### config.mk
export PLATFORM = sky130hd
export DESIGN_NAME = packet_fifo_dedup_range_count
export DESIGN_NICKNAME = d
export VERILOG_FILES = /design/src/design/pfdrc_pkg.sv /design/src/design/pfdrc_ram.sv /design/src/design/pfdrc_scan.sv /design/src/design/packet_fifo_dedup_range_count.sv
export VERILOG_INCLUDE_DIRS = /design/src /design/src/design
export SDC_FILE = /design/constraint.sdc
export NUM_CORES = 2
export LEC_CHECK = 0
export BUFFER_PORTS_ARGS = -buffer_cell sky130_fd_sc_hd__buf_2
export CAP_MARGIN = 40
export CORE_AREA = 2 2 633 635
export DETAILED_ROUTE_END_ITERATION = 10
export DIE_AREA = 0 0 635 637
export SYNTH_ARGS = -nofsm -noshare
export SYNTH_HDL_FRONTEND = slang
export SYNTH_HIERARCHICAL = 1
export SYNTH_SLANG_ARGS = --single-unit
export TNS_END_PERCENT = 30
### constraint.sdc
create_clock -name i_clk -period 19.45 [get_ports i_clk]
set_input_delay 3.89 -clock i_clk [delete_from_list [all_inputs] [get_ports i_clk]]
set_output_delay 3.89 -clock i_clk [all_outputs]
set_load 0.03 [all_outputs]
### src/design/packet_fifo_dedup_range_count_defines.svh
// assertion helpers used by the packet fifo top file
`ifndef PACKET_FIFO_DEDUP_RANGE_COUNT_DEFINES_SVH
`define PACKET_FIFO_DEDUP_RANGE_COUNT_DEFINES_SVH

// property that must hold on every clock outside reset
`define PFDRC_ASSERT(label, prop, msg) \
    label: assert property (@(posedge i_clk) disable iff (!i_rst_n) (prop)) \
        else $error(msg);

// condition in one cycle implies a consequence in the next
`define PFDRC_ASSERT_NEXT(label, ante, cons, msg) \
    label: assert property (@(posedge i_clk) disable iff (!i_rst_n) (ante) |=> (cons)) \
        else $error(msg);

`endif

### src/design/pfdrc_pkg.sv
package pfdrc_pkg;

    localparam int FIFO_DEPTH = 64;
    localparam int PTR_W      = (FIFO_DEPTH > 1) ? $clog2(FIFO_DEPTH) : 1;
    localparam int OCC_W      = $clog2(FIFO_DEPTH + 1);
    localparam int CAP_W      = 7;
    localparam int LIM_W      = (OCC_W > CAP_W) ? OCC_W : CAP_W;
    localparam int CNT_OUT_W  = 7;

    localparam logic [CAP_W-1:0] CAP_RESET = 7'd64;

    localparam logic [1:0] CMD_ADD   = 2'd0;
    localparam logic [1:0] CMD_FWD   = 2'd1;
    localparam logic [1:0] CMD_COUNT = 2'd2;

    typedef logic [PTR_W-1:0] t_ptr;
    typedef logic [OCC_W-1:0] t_occ;

    typedef struct packed {
        logic [1:0]  command;
        logic [15:0] source;
        logic [15:0] destination;
        logic [29:0] timestamp;
        logic [29:0] start_time;
        logic [29:0] end_time;
    } t_req;

    typedef struct packed {
        logic                 accepted;
        logic                 packet_valid;
        logic [15:0]          out_source;
        logic [15:0]          out_destination;
        logic [29:0]          out_timestamp;
        logic [CNT_OUT_W-1:0] match_count;
    } t_rsp;

    // one stored packet
    typedef struct packed {
        logic [15:0] source;
        logic [15:0] destination;
        logic [29:0] timestamp;
    } t_pkt;

    localparam int PKT_W = $bits(t_pkt);

    typedef struct packed {
        logic start;
        logic cmp_en;
    } t_scan_ctl;

    typedef struct packed {
        logic dup;
        t_occ count;
        t_pkt pkt;
    } t_scan_res;

    typedef enum logic [1:0] {
        S_IDLE,
        S_SCAN,
        S_COMMIT
    } t_state;

    // ring pointer advanced by an offset of at most one full lap
    function automatic t_ptr wrap_add(input t_ptr ptr, input t_occ off);
        logic [OCC_W:0] sum;
        sum = (OCC_W + 1)'(ptr) + (OCC_W + 1)'(off);
        if (sum >= (OCC_W + 1)'(FIFO_DEPTH)) begin
            sum = sum - (OCC_W + 1)'(FIFO_DEPTH);
        end
        return PTR_W'(sum);
    endfunction

    // zero acts as one, anything above the depth acts as the depth
    function automatic t_occ eff_limit(input logic [CAP_W-1:0] cap);
        logic [LIM_W-1:0] lim;
        lim = LIM_W'(cap);
        if (lim == '0) begin
            lim = LIM_W'(1);
        end else if (lim > LIM_W'(FIFO_DEPTH)) begin
            lim = LIM_W'(FIFO_DEPTH);
        end
        return OCC_W'(lim);
    endfunction

endpackage

### src/design/pfdrc_ram.sv
module pfdrc_ram #(
    parameter int WIDTH = 8,
    parameter int DEPTH = 16
) (
    input  logic                                  i_clk,
    input  logic                                  i_we,
    input  logic [((DEPTH > 1) ? $clog2(DEPTH) : 1)-1:0] i_waddr,
    input  logic [WIDTH-1:0]                      i_wdata,
    input  logic                                  i_re,
    input  logic [((DEPTH > 1) ? $clog2(DEPTH) : 1)-1:0] i_raddr,
    output logic [WIDTH-1:0]                      o_rdata
);

    logic [WIDTH-1:0] r_mem [DEPTH];
    logic [WIDTH-1:0] r_rdata;

    always_ff @(posedge i_clk) begin
        if (i_we) begin
            r_mem[i_waddr] <= i_wdata;
        end
        if (i_re) begin
            r_rdata <= r_mem[i_raddr];
        end
    end

    assign o_rdata = r_rdata;

endmodule

### src/design/pfdrc_scan.sv
module pfdrc_scan import pfdrc_pkg::*; (
    input  logic      i_clk,
    input  logic      i_rst_n,
    input  t_scan_ctl i_ctl,
    input  t_req      i_req,
    input  t_pkt      i_rdata,
    output t_scan_res o_res
);

    logic r_dup;
    logic n_dup;
    t_occ r_count;
    t_occ n_count;
    t_pkt r_pkt;
    t_pkt n_pkt;
    logic hit_dup;
    logic hit_range;

    always_comb begin
        hit_dup   = (i_rdata.source == i_req.source)
                 && (i_rdata.destination == i_req.destination)
                 && (i_rdata.timestamp == i_req.timestamp);
        // an inverted window never matches since both bounds must hold
        hit_range = (i_rdata.destination == i_req.destination)
                 && (i_rdata.timestamp >= i_req.start_time)
                 && (i_rdata.timestamp <= i_req.end_time);
    end

    always_comb begin
        n_dup   = r_dup;
        n_count = r_count;
        n_pkt   = r_pkt;
        if (i_ctl.start) begin
            n_dup   = 1'b0;
            n_count = '0;
        end else if (i_ctl.cmp_en) begin
            n_dup   = r_dup | hit_dup;
            n_count = r_count + OCC_W'(hit_range);
            n_pkt   = i_rdata;
        end
    end

    always_ff @(posedge i_clk) begin
        if (!i_rst_n) begin
            r_dup   <= 1'b0;
            r_count <= '0;
        end else begin
            r_dup   <= n_dup;
            r_count <= n_count;
        end
    end

    always_ff @(posedge i_clk) begin
        r_pkt <= n_pkt;
    end

    assign o_res.dup   = r_dup;
    assign o_res.count = r_count;
    assign o_res.pkt   = r_pkt;

endmodule

### src/design/packet_fifo_dedup_range_count.sv
// a new request is taken only in the idle state; add and count read every held entry,
//   forward of a held packet reads only the head entry, other requests read nothing
// the next request waits until the result of the last is loaded at the output, so
//   the scan by the single read port over each held entry sets the request rate
// reset: head, tail and occupancy go to zero, the limit to 64; the packet
//   memory is not cleared, only held entries are ever read
`include "packet_fifo_dedup_range_count_defines.svh"

module packet_fifo_dedup_range_count import pfdrc_pkg::*; (
    input  logic             i_clk,
    input  logic             i_rst_n,
    input  logic             i_in_valid,
    output logic             o_in_stall,
    input  t_req             i_in,
    output logic             o_out_valid,
    input  logic             i_out_stall,
    output t_rsp             o_out,
    input  logic             i_cfg_we,
    input  logic [CAP_W-1:0] i_cfg_data
);

    t_state           r_state;
    t_state           n_state;
    t_req             r_req;
    t_req             n_req;
    t_ptr             r_head;
    t_ptr             n_head;
    t_ptr             r_tail;
    t_ptr             n_tail;
    t_occ             r_occ;
    t_occ             n_occ;
    logic [CAP_W-1:0] r_cap;
    t_occ             r_scan_len;
    t_occ             n_scan_len;
    t_occ             r_issue;
    t_occ             n_issue;
    t_ptr             r_slot;
    t_ptr             n_slot;
    logic             r_cmp_vld;
    logic             n_cmp_vld;
    logic             r_out_valid;
    logic             n_out_valid;
    t_rsp             r_out;
    t_rsp             n_out;

    logic             out_free;
    logic             rd_en;
    logic             wr_en;
    t_pkt             wr_data;
    t_pkt             rd_data;
    t_occ             lim;
    t_scan_ctl        scan_ctl;
    t_scan_res        scan_res;

    assign out_free = !r_out_valid || !i_out_stall;
    assign lim      = eff_limit(r_cap);

    assign wr_data.source      = r_req.source;
    assign wr_data.destination = r_req.destination;
    assign wr_data.timestamp   = r_req.timestamp;

    pfdrc_ram #(
        .WIDTH (PKT_W),
        .DEPTH (FIFO_DEPTH)
    ) u_store (
        .i_clk   (i_clk),
        .i_we    (wr_en),
        .i_waddr (r_tail),
        .i_wdata (wr_data),
        .i_re    (rd_en),
        .i_raddr (r_slot),
        .o_rdata (rd_data)
    );

    pfdrc_scan u_scan (
        .i_clk   (i_clk),
        .i_rst_n (i_rst_n),
        .i_ctl   (scan_ctl),
        .i_req   (r_req),
        .i_rdata (rd_data),
        .o_res   (scan_res)
    );

    always_comb begin
        n_state = r_state;
        case (r_state)
            S_IDLE: begin
                if (i_in_valid) begin
                    n_state = S_SCAN;
                end
            end
            S_SCAN: begin
                if (r_issue == r_scan_len && !r_cmp_vld) begin
                    n_state = S_COMMIT;
                end
            end
            S_COMMIT: begin
                if (out_free) begin
                    n_state = S_IDLE;
                end
            end
            default: begin
                n_state = S_IDLE;
            end
        endcase
    end

    always_comb begin
        n_req       = r_req;
        n_head      = r_head;
        n_tail      = r_tail;
        n_occ       = r_occ;
        n_scan_len  = r_scan_len;
        n_issue     = r_issue;
        n_slot      = r_slot;
        n_cmp_vld   = 1'b0;
        n_out_valid = r_out_valid && i_out_stall;
        n_out       = r_out;
        rd_en       = 1'b0;
        wr_en       = 1'b0;
        scan_ctl    = '0;
        case (r_state)
            S_IDLE: begin
                if (i_in_valid) begin
                    n_req          = i_in;
                    n_slot         = r_head;
                    n_issue        = '0;
                    scan_ctl.start = 1'b1;
                    case (i_in.command)
                        CMD_ADD:   n_scan_len = r_occ;
                        CMD_COUNT: n_scan_len = r_occ;
                        // forward reads only the head entry
                        CMD_FWD:   n_scan_len = (r_occ != '0) ? OCC_W'(1) : '0;
                        default:   n_scan_len = '0;
                    endcase
                end
            end
            S_SCAN: begin
                rd_en           = (r_issue != r_scan_len);
                n_cmp_vld       = rd_en;
                scan_ctl.cmp_en = r_cmp_vld;
                if (rd_en) begin
                    n_slot  = wrap_add(r_slot, OCC_W'(1));
                    n_issue = r_issue + OCC_W'(1);
                end
            end
            S_COMMIT: begin
                if (out_free) begin
                    n_out_valid = 1'b1;
                    n_out       = '0;
                    case (r_req.command)
                        CMD_ADD: begin
                            if (!scan_res.dup) begin
                                wr_en          = 1'b1;
                                n_out.accepted = 1'b1;
                                n_tail         = wrap_add(r_tail, OCC_W'(1));
                                // evict oldest entries down to one below the limit
                                if (r_occ >= lim) begin
                                    n_head = wrap_add(r_head, r_occ - lim + OCC_W'(1));
                                    n_occ  = lim;
                                end else begin
                                    n_occ  = r_occ + OCC_W'(1);
                                end
                            end
                        end
                        CMD_FWD: begin
                            if (r_occ != '0) begin
                                n_out.packet_valid    = 1'b1;
                                n_out.out_source      = scan_res.pkt.source;
                                n_out.out_destination = scan_res.pkt.destination;
                                n_out.out_timestamp   = scan_res.pkt.timestamp;
                                n_head                = wrap_add(r_head, OCC_W'(1));
                                n_occ                 = r_occ - OCC_W'(1);
                            end
                        end
                        CMD_COUNT: begin
                            n_out.match_count = CNT_OUT_W'(scan_res.count);
                        end
                        default: begin
                            n_out = '0;
                        end
                    endcase
                end
            end
            default: begin
                n_out_valid = r_out_valid && i_out_stall;
            end
        endcase
    end

    always_ff @(posedge i_clk) begin
        if (!i_rst_n) begin
            r_state     <= S_IDLE;
            r_head      <= '0;
            r_tail      <= '0;
            r_occ       <= '0;
            r_cap       <= CAP_RESET;
            r_scan_len  <= '0;
            r_issue     <= '0;
            r_cmp_vld   <= 1'b0;
            r_out_valid <= 1'b0;
        end else begin
            r_state     <= n_state;
            r_head      <= n_head;
            r_tail      <= n_tail;
            r_occ       <= n_occ;
            r_scan_len  <= n_scan_len;
            r_issue     <= n_issue;
            r_cmp_vld   <= n_cmp_vld;
            r_out_valid <= n_out_valid;
            if (i_cfg_we) begin
                r_cap <= i_cfg_data;
            end
        end
    end

    always_ff @(posedge i_clk) begin
        r_req  <= n_req;
        r_slot <= n_slot;
        r_out  <= n_out;
    end

    assign o_in_stall  = (r_state != S_IDLE);
    assign o_out_valid = r_out_valid;
    assign o_out       = r_out;

    `PFDRC_ASSERT(a_occ_bound, r_occ <= OCC_W'(FIFO_DEPTH), "occupancy above fifo depth")
    `PFDRC_ASSERT(a_ptr_track, wrap_add(r_head, r_occ) == r_tail, "head tail and occupancy disagree")
    `PFDRC_ASSERT(a_no_rw_clash, !(rd_en && wr_en), "store read and written in one cycle")
    `PFDRC_ASSERT(a_issue_bound, r_issue <= r_scan_len, "scan issued past held entries")
    `PFDRC_ASSERT_NEXT(a_commit_load, r_state == S_COMMIT && out_free, o_out_valid, "commit did not load a result")

endmodule

# Word level (Yosys, flattened, before mapping)
# Memory sizes are Yosys's and may differ from the RTL's. A register that Yosys moved wholly into a read port is not among the register bits.
# Cells that the tools add are included.
[classes]
add_sub_neg = 14
order_cmp = 8
n_eq_ne = 18
muxes = 39
bitwise = 4
n_reduce_logical = 29
[op_table]
columns = ["cell", "count"]
rows = [
  ["63-bit 2-to-1 mux", 1],
  ["6-bit 2-to-1 mux", 9],
  ["7-bit 2-to-1 mux", 7],
  ["7-bit one-hot mux with 2 select lines", 3],
  ["16-bit == test", 2],
  ["30-bit == test", 1],
  ["30-bit >= comparator", 1],
  ["30-bit <= comparator", 1],
  ["6-bit one-hot mux with 2 select lines", 2],
  ["6-bit by 1-bit subtractor with 6-bit output (second input constant)", 4],
  ["6-bit by 1-bit adder with 7-bit output (second input constant)", 3],
  ["7-bit by 1-bit adder with 7-bit output (second input constant)", 3],
  ["7-bit >= comparator (second input constant)", 3],
  ["2-bit != test (second input constant)", 7],
  ["1-bit 2-to-1 mux", 13],
  ["6-bit by 7-bit adder with 8-bit output", 1],
  ["8-bit by 7-bit >= comparator with 1-bit output (second input constant)", 1],
  ["2-bit AND reduction", 4],
  ["7-bit by 1-bit adder with 7-bit output", 1],
  ["7-bit == test", 1],
  ["7-bit >= comparator", 1],
  ["7-bit > comparator (second input constant)", 1],
  ["7-bit zero test", 1],
  ["7-bit != test", 1],
  ["19 further kinds", 40],
]
[totals]
register_bits = 315
ram_bits = 3968
inputBits = 136
output_inout_bits = 73
n_memories = 1
[memory_table]
columns = ["name", "words", "word_bits", "rd", "rd_clocked_by_memory_dff", "write_ports", "line_no", "text"]
rows = [
  ["u_store.r_mem", 64, 62, 1, 1, 1, "pfdrc_ram.sv:14", "logic [WIDTH-1:0] r_mem [DEPTH];"],
]

# Logic depth before layout (Yosys ltp)
[depth]
ltp_word = 11
depth_mapped = 16

# Modules after synthesis
# The synthesis kept the hierarchy.
[by_module_without_submodules]
columns = ["module", "instances", "cells_per_inst", "area_per_inst_um2"]
rows = [
  ["pfdrc_ram", 1, 6650, 152387.4],
  ["packet_fifo_dedup_range_count", 1, 634, 9422.8],
  ["pfdrc_scan", 1, 391, 4380.5],
]

# Least setup slack after synthesis
# OpenSTA, ideal clock, no wires.
[synth_timing]
path_kind = "input port to flip-flop"
from = "input port i_out_stall"
to = "memory u_store/r_mem[48][0] (netlist name), enable pin"
setup_time_ps = 558
arrival_ps = 10811
t_required_ps = 18892
path_slack_ps = 8081
path_stages = 8
path_cell_list = "nand2_1 nand2b_4 inv_1 and2_1 clkbuf_1 nor2b_1 nand4b_1 nor3_1"
[synth_between]
elab_chain_cells = 6
[synth_rtl]
columns = ["item", "line_no", "text"]
rows = [
  ["from (decl)", "packet_fifo_dedup_range_count.sv:16", "input logic i_out_stall,"],
  ["1-bit zero test", "packet_fifo_dedup_range_count.sv:55", "assign out_free = !r_out_valid || !i_out_stall;"],
  ["1-bit logical OR", "packet_fifo_dedup_range_count.sv:55", ""],
  ["1-bit 2-to-1 mux", "packet_fifo_dedup_range_count.sv:148", "if (out_free) begin"],
  ["1-bit 2-to-1 mux", "packet_fifo_dedup_range_count.sv:122", "case (r_state)"],
  ["named net wr_en", "packet_fifo_dedup_range_count.sv:48", "logic wr_en;"],
  ["1-bit 2-to-1 mux", "pfdrc_ram.sv:18", "if (i_we) begin"],
  ["1-bit 2-to-1 mux (implied by the code)", "pfdrc_ram.sv:19", "r_mem[i_waddr] <= i_wdata;"],
  ["to (decl)", "pfdrc_ram.sv:14", ""],
]
# The timed path passes the listed nets, and every way through them passes these cells.

# Final worst setup path
[layout_timing]
from = "input port i_out_stall"
to = "memory u_store/r_mem[2][51] (netlist name), enable pin"
[layout_between]
elab_chain_cells = 6
[layout_rtl]
columns = ["item", "line_no"]
rows = [
  ["1-bit zero test", "packet_fifo_dedup_range_count.sv:55"],
  ["1-bit logical OR", "packet_fifo_dedup_range_count.sv:55"],
  ["1-bit 2-to-1 mux", "packet_fifo_dedup_range_count.sv:148"],
  ["1-bit 2-to-1 mux", "packet_fifo_dedup_range_count.sv:122"],
  ["1-bit 2-to-1 mux", "pfdrc_ram.sv:18"],
  ["1-bit 2-to-1 mux (implied by the code)", "pfdrc_ram.sv:19"],
]
# No other way between the ends.

==> summary.txt <==
Floorplanning
  • Site Rows: 232
  • Starting Density: 0.4176
  • Die area: 404500 um^2
  • Core area: 398000 um^2
  • I/O pin cnt: 209
  • Die width: 635 um
  • Chip Height: 637 um

Setup path
  • CP cell instances: buf_2, nand2_1, nand2b_4, inv_6, buf_16, and2_1, nor2b_1, nand2_1, nor2_4, buf_4
  • CP max FO: 52
  • Critical path required time: 19990 ps
  • R2R Setup Slk: 13330 ps
  • CP top delay family: simple AND/OR/NAND/NOR gates
  • Most frequent CP cell: nand2_1
  • Critical-path top delay cell: and2_1
  • CP arrival: 8140 ps
  • CP endpoint kind: flop
  • CP Class: input port to flop
  • Slowest cell delay on critical path: 780 ps
  • WP buf/inv: 4
  • Worst setup SP type: input port

GRT
  • Initial antenna violation count: 56
  • Largest net degree at the start of global routing: 141
  • Total congestion overflow: 0
  • Overall global routing resource usage: 0.2308
  • First-pass GRT wire length: 656100 um
  • Vias in the first global route: 82213

CTS
  • PostCTS Resize Cnt: 0
  • Setup bufs post-CTS: 0
  • CTS tree: built
  • Clock buffer depth: 4
  • CTS Sinks: 4345
  • H-tree levels: 5
  • Post-CTS Hold Fix Bufs: 0
  • Clock root cell: clkbuf_16
  • Clock-pin slew on the worst setup and hold paths: 60 ps
  • Clock buffer count from CTS: 434
  • Latest clock arrival within the worst-skew pair: 980 ps

Yosys
  • Largest cells by area after synthesis: edfxtp_1, mux4_2, mux2i_1
  • Post-synthesis xor/xnor area fraction: 0.005165
  • Dominant synthesized flop cell: edfxtp_1
  • Yosys top cell area share: 0.7757
  • Post-synth EDFFs: 4293
  • Syn Nets: 7899
  • Synth Warn #: 6
  • Synth Area in Adders: 0.006776
  • Yosys top cell by area: edfxtp_1
  • Count leader, synth: edfxtp_1
  • Main combinational cell family by area after synthesis: multiplexers
  • Asr flop ratio synth: 0
  • Synth unique cells: 77
  • Syn Area/Cell: 21.65 um^2
  • Compound-Gate Fraction of Synth Area: 0.03290
  • Synthesis-stage register bit count: 4345
  • Sequential fraction of the synthesis area: 0.7820
  • Mux contribution to synthesized area: 0.1377
  • Most instantiated cells after synthesis: edfxtp_1, mux4_2, mux2i_1
  • Cell Area, Synth: 166200 um^2
  • Gate count after technology mapping: 7675
  • Simple-gate share of the synthesized area: 0.02063

Placed design
  • Final RePlAce weighted congestion: 0.8859
  • Cells after DPL: 13124
  • Setup WS pre-CTS: 10860 ps
  • Count of buffers from port buffering: 208
  • Dpl hpwl: 300200 um
  • DP Area: 176500 um^2

Run status
  • Status: finished, final reports clean

Cells and area
  • Layout Utilization: 0.4788
  • FF+latch area: 130000 um^2
  • Non-filler cells in the finished layout: 13945
  • Multi-input gate area: 34440 um^2
  • Area Growth Syn to Fin: 14.66%
  • Layout cell share with drive strength beyond 1: 0.2642
  • Fillers: 32018
  • Final instance area: 190500 um^2
  • Fin nets: 8526

Detailed routing
  • Routed WL: 476700 um
  • DRT iter0 DRCs: 12516
  • Vias per cell: 6.066
  • Drt wl/cell: 34.18 um
  • Vias: 84597
  • First-pass DRT Iterations: 6
  • Final antenna-violating net count: 0
  • DRC viols: 0

Timing
  • Final hold vios: 0
  • Max transition margin: 0.3191
  • Worst hold slack: 427.3 ps
  • Final setup TNS: 0 ps
  • Crit share post-route: 0.3905
  • FMAX: 131.7 MHz
  • Pins Over Slew Limit: 0
  • Final Critical Period: 7596 ps
  • Worst-Margin Slew: 1011 ps
  • Final setup vio count: 0
  • Unrepaired setup endpoints after global routing: no
  • Clock Skew: 78.97 ps
  • Final worst slack: 11850 ps

Power and ir drop
  • Power, Total: 20.36 mW
  • Worst VDD drop: 0.09002 mV
  • Pleak: 59.83 nW
  • Cell area power density: 106.9 nW/um^2

Worst hold path
  • Tightest Hold Check Type: flop to flop

Job
  • Max-cap violation count: 0
[flip-flops by register name (all words and copies together), names as in the netlist, 62 cells and up]
register         count
u_store/r_mem     3968
u_store/o_rdata     62
o_out               71
u_scan/o_res        62
r_req              124
[layout by cell type, fill, tap and decap left out, types with 89 or more instances in the layout]
cell | netlist | layout
mux2i_1 | 252 | 252
clkbuf_16 | 0 | 436
o21ai_0 | 89 | 89
a22oi_1 | 95 | 95
buf_2 | 139 | 222
mux2_2 | 92 | 92
edfxtp_1 | 4293 | 4293
clkinv_2 | 0 | 95
nor2_1 | 163 | 100
clkinv_1 | 3 | 95
o22ai_1 | 241 | 241
buf_4 | 76 | 296
mux4_2 | 855 | 855
[worst register-to-register path: cells and delay by family, from the launching register on]
kind	cells	cell delay, ps
AO/OA/AOI/OAI	2	910
buffers and inverters	7	3660
flip-flops	1	410
multiplexers	1	660
AND/OR/NAND/NOR	1	260
[kinds of logic after synthesis]
logic type      count (synthesis)
mux                          1205
compound gates                790
flops                        4345
buf+inv                       491
simple gates                  657
xor+xnor                       98
fa+ha+maj                      89
[worst paths after layout]
kind,start,endpoint,cells after the start
worst max-delay path,i_out_stall,u_store/r_mem[2][51],10
worst min-delay path,u_store/o_rdata[31],u_scan/o_res[31],0
worst max register to register,r_slot[1],u_store/o_rdata[5],11
worst min register to register,u_store/o_rdata[31],u_scan/o_res[31],0
[report_power, final]
part / total [mW] / leakage [nW] / switching, mW / internal (mW)
Sequential: 10.4 / 39.1 / 0.0343 / 10.4
Combinational: 1.71 / 13.9 / 1.13 / 0.581
Clock: 8.25 / 6.82 / 3.59 / 4.66
Total: 20.4 / 59.8 / 4.75 / 15.6
[routing by layer]
layer	vias up	GRT usage	share of wire	wire length, um
li1	33605	-	-	-
met4	22	0.06451	0.031	14590
met2	4809	0.3536	0.46	218500
met3	695	0.04903	0.11	50530
met1	45466	0.3356	0.40	192900
met5	-	0	0.00031	150
[area by class of cell]
type                            count  area share
Antenna cell                       13   0.0001707
Clock buffer                      522     0.05895
Clock inverter                    279     0.01442
Inverter                           81    0.001661
Multi-Input combinational cell   2839      0.1807
Sequential cell                  4345      0.6820
Tap cell                         5265     0.03457
Timing Repair Buffer              601     0.02748
(Power assumes the default switching activity.)
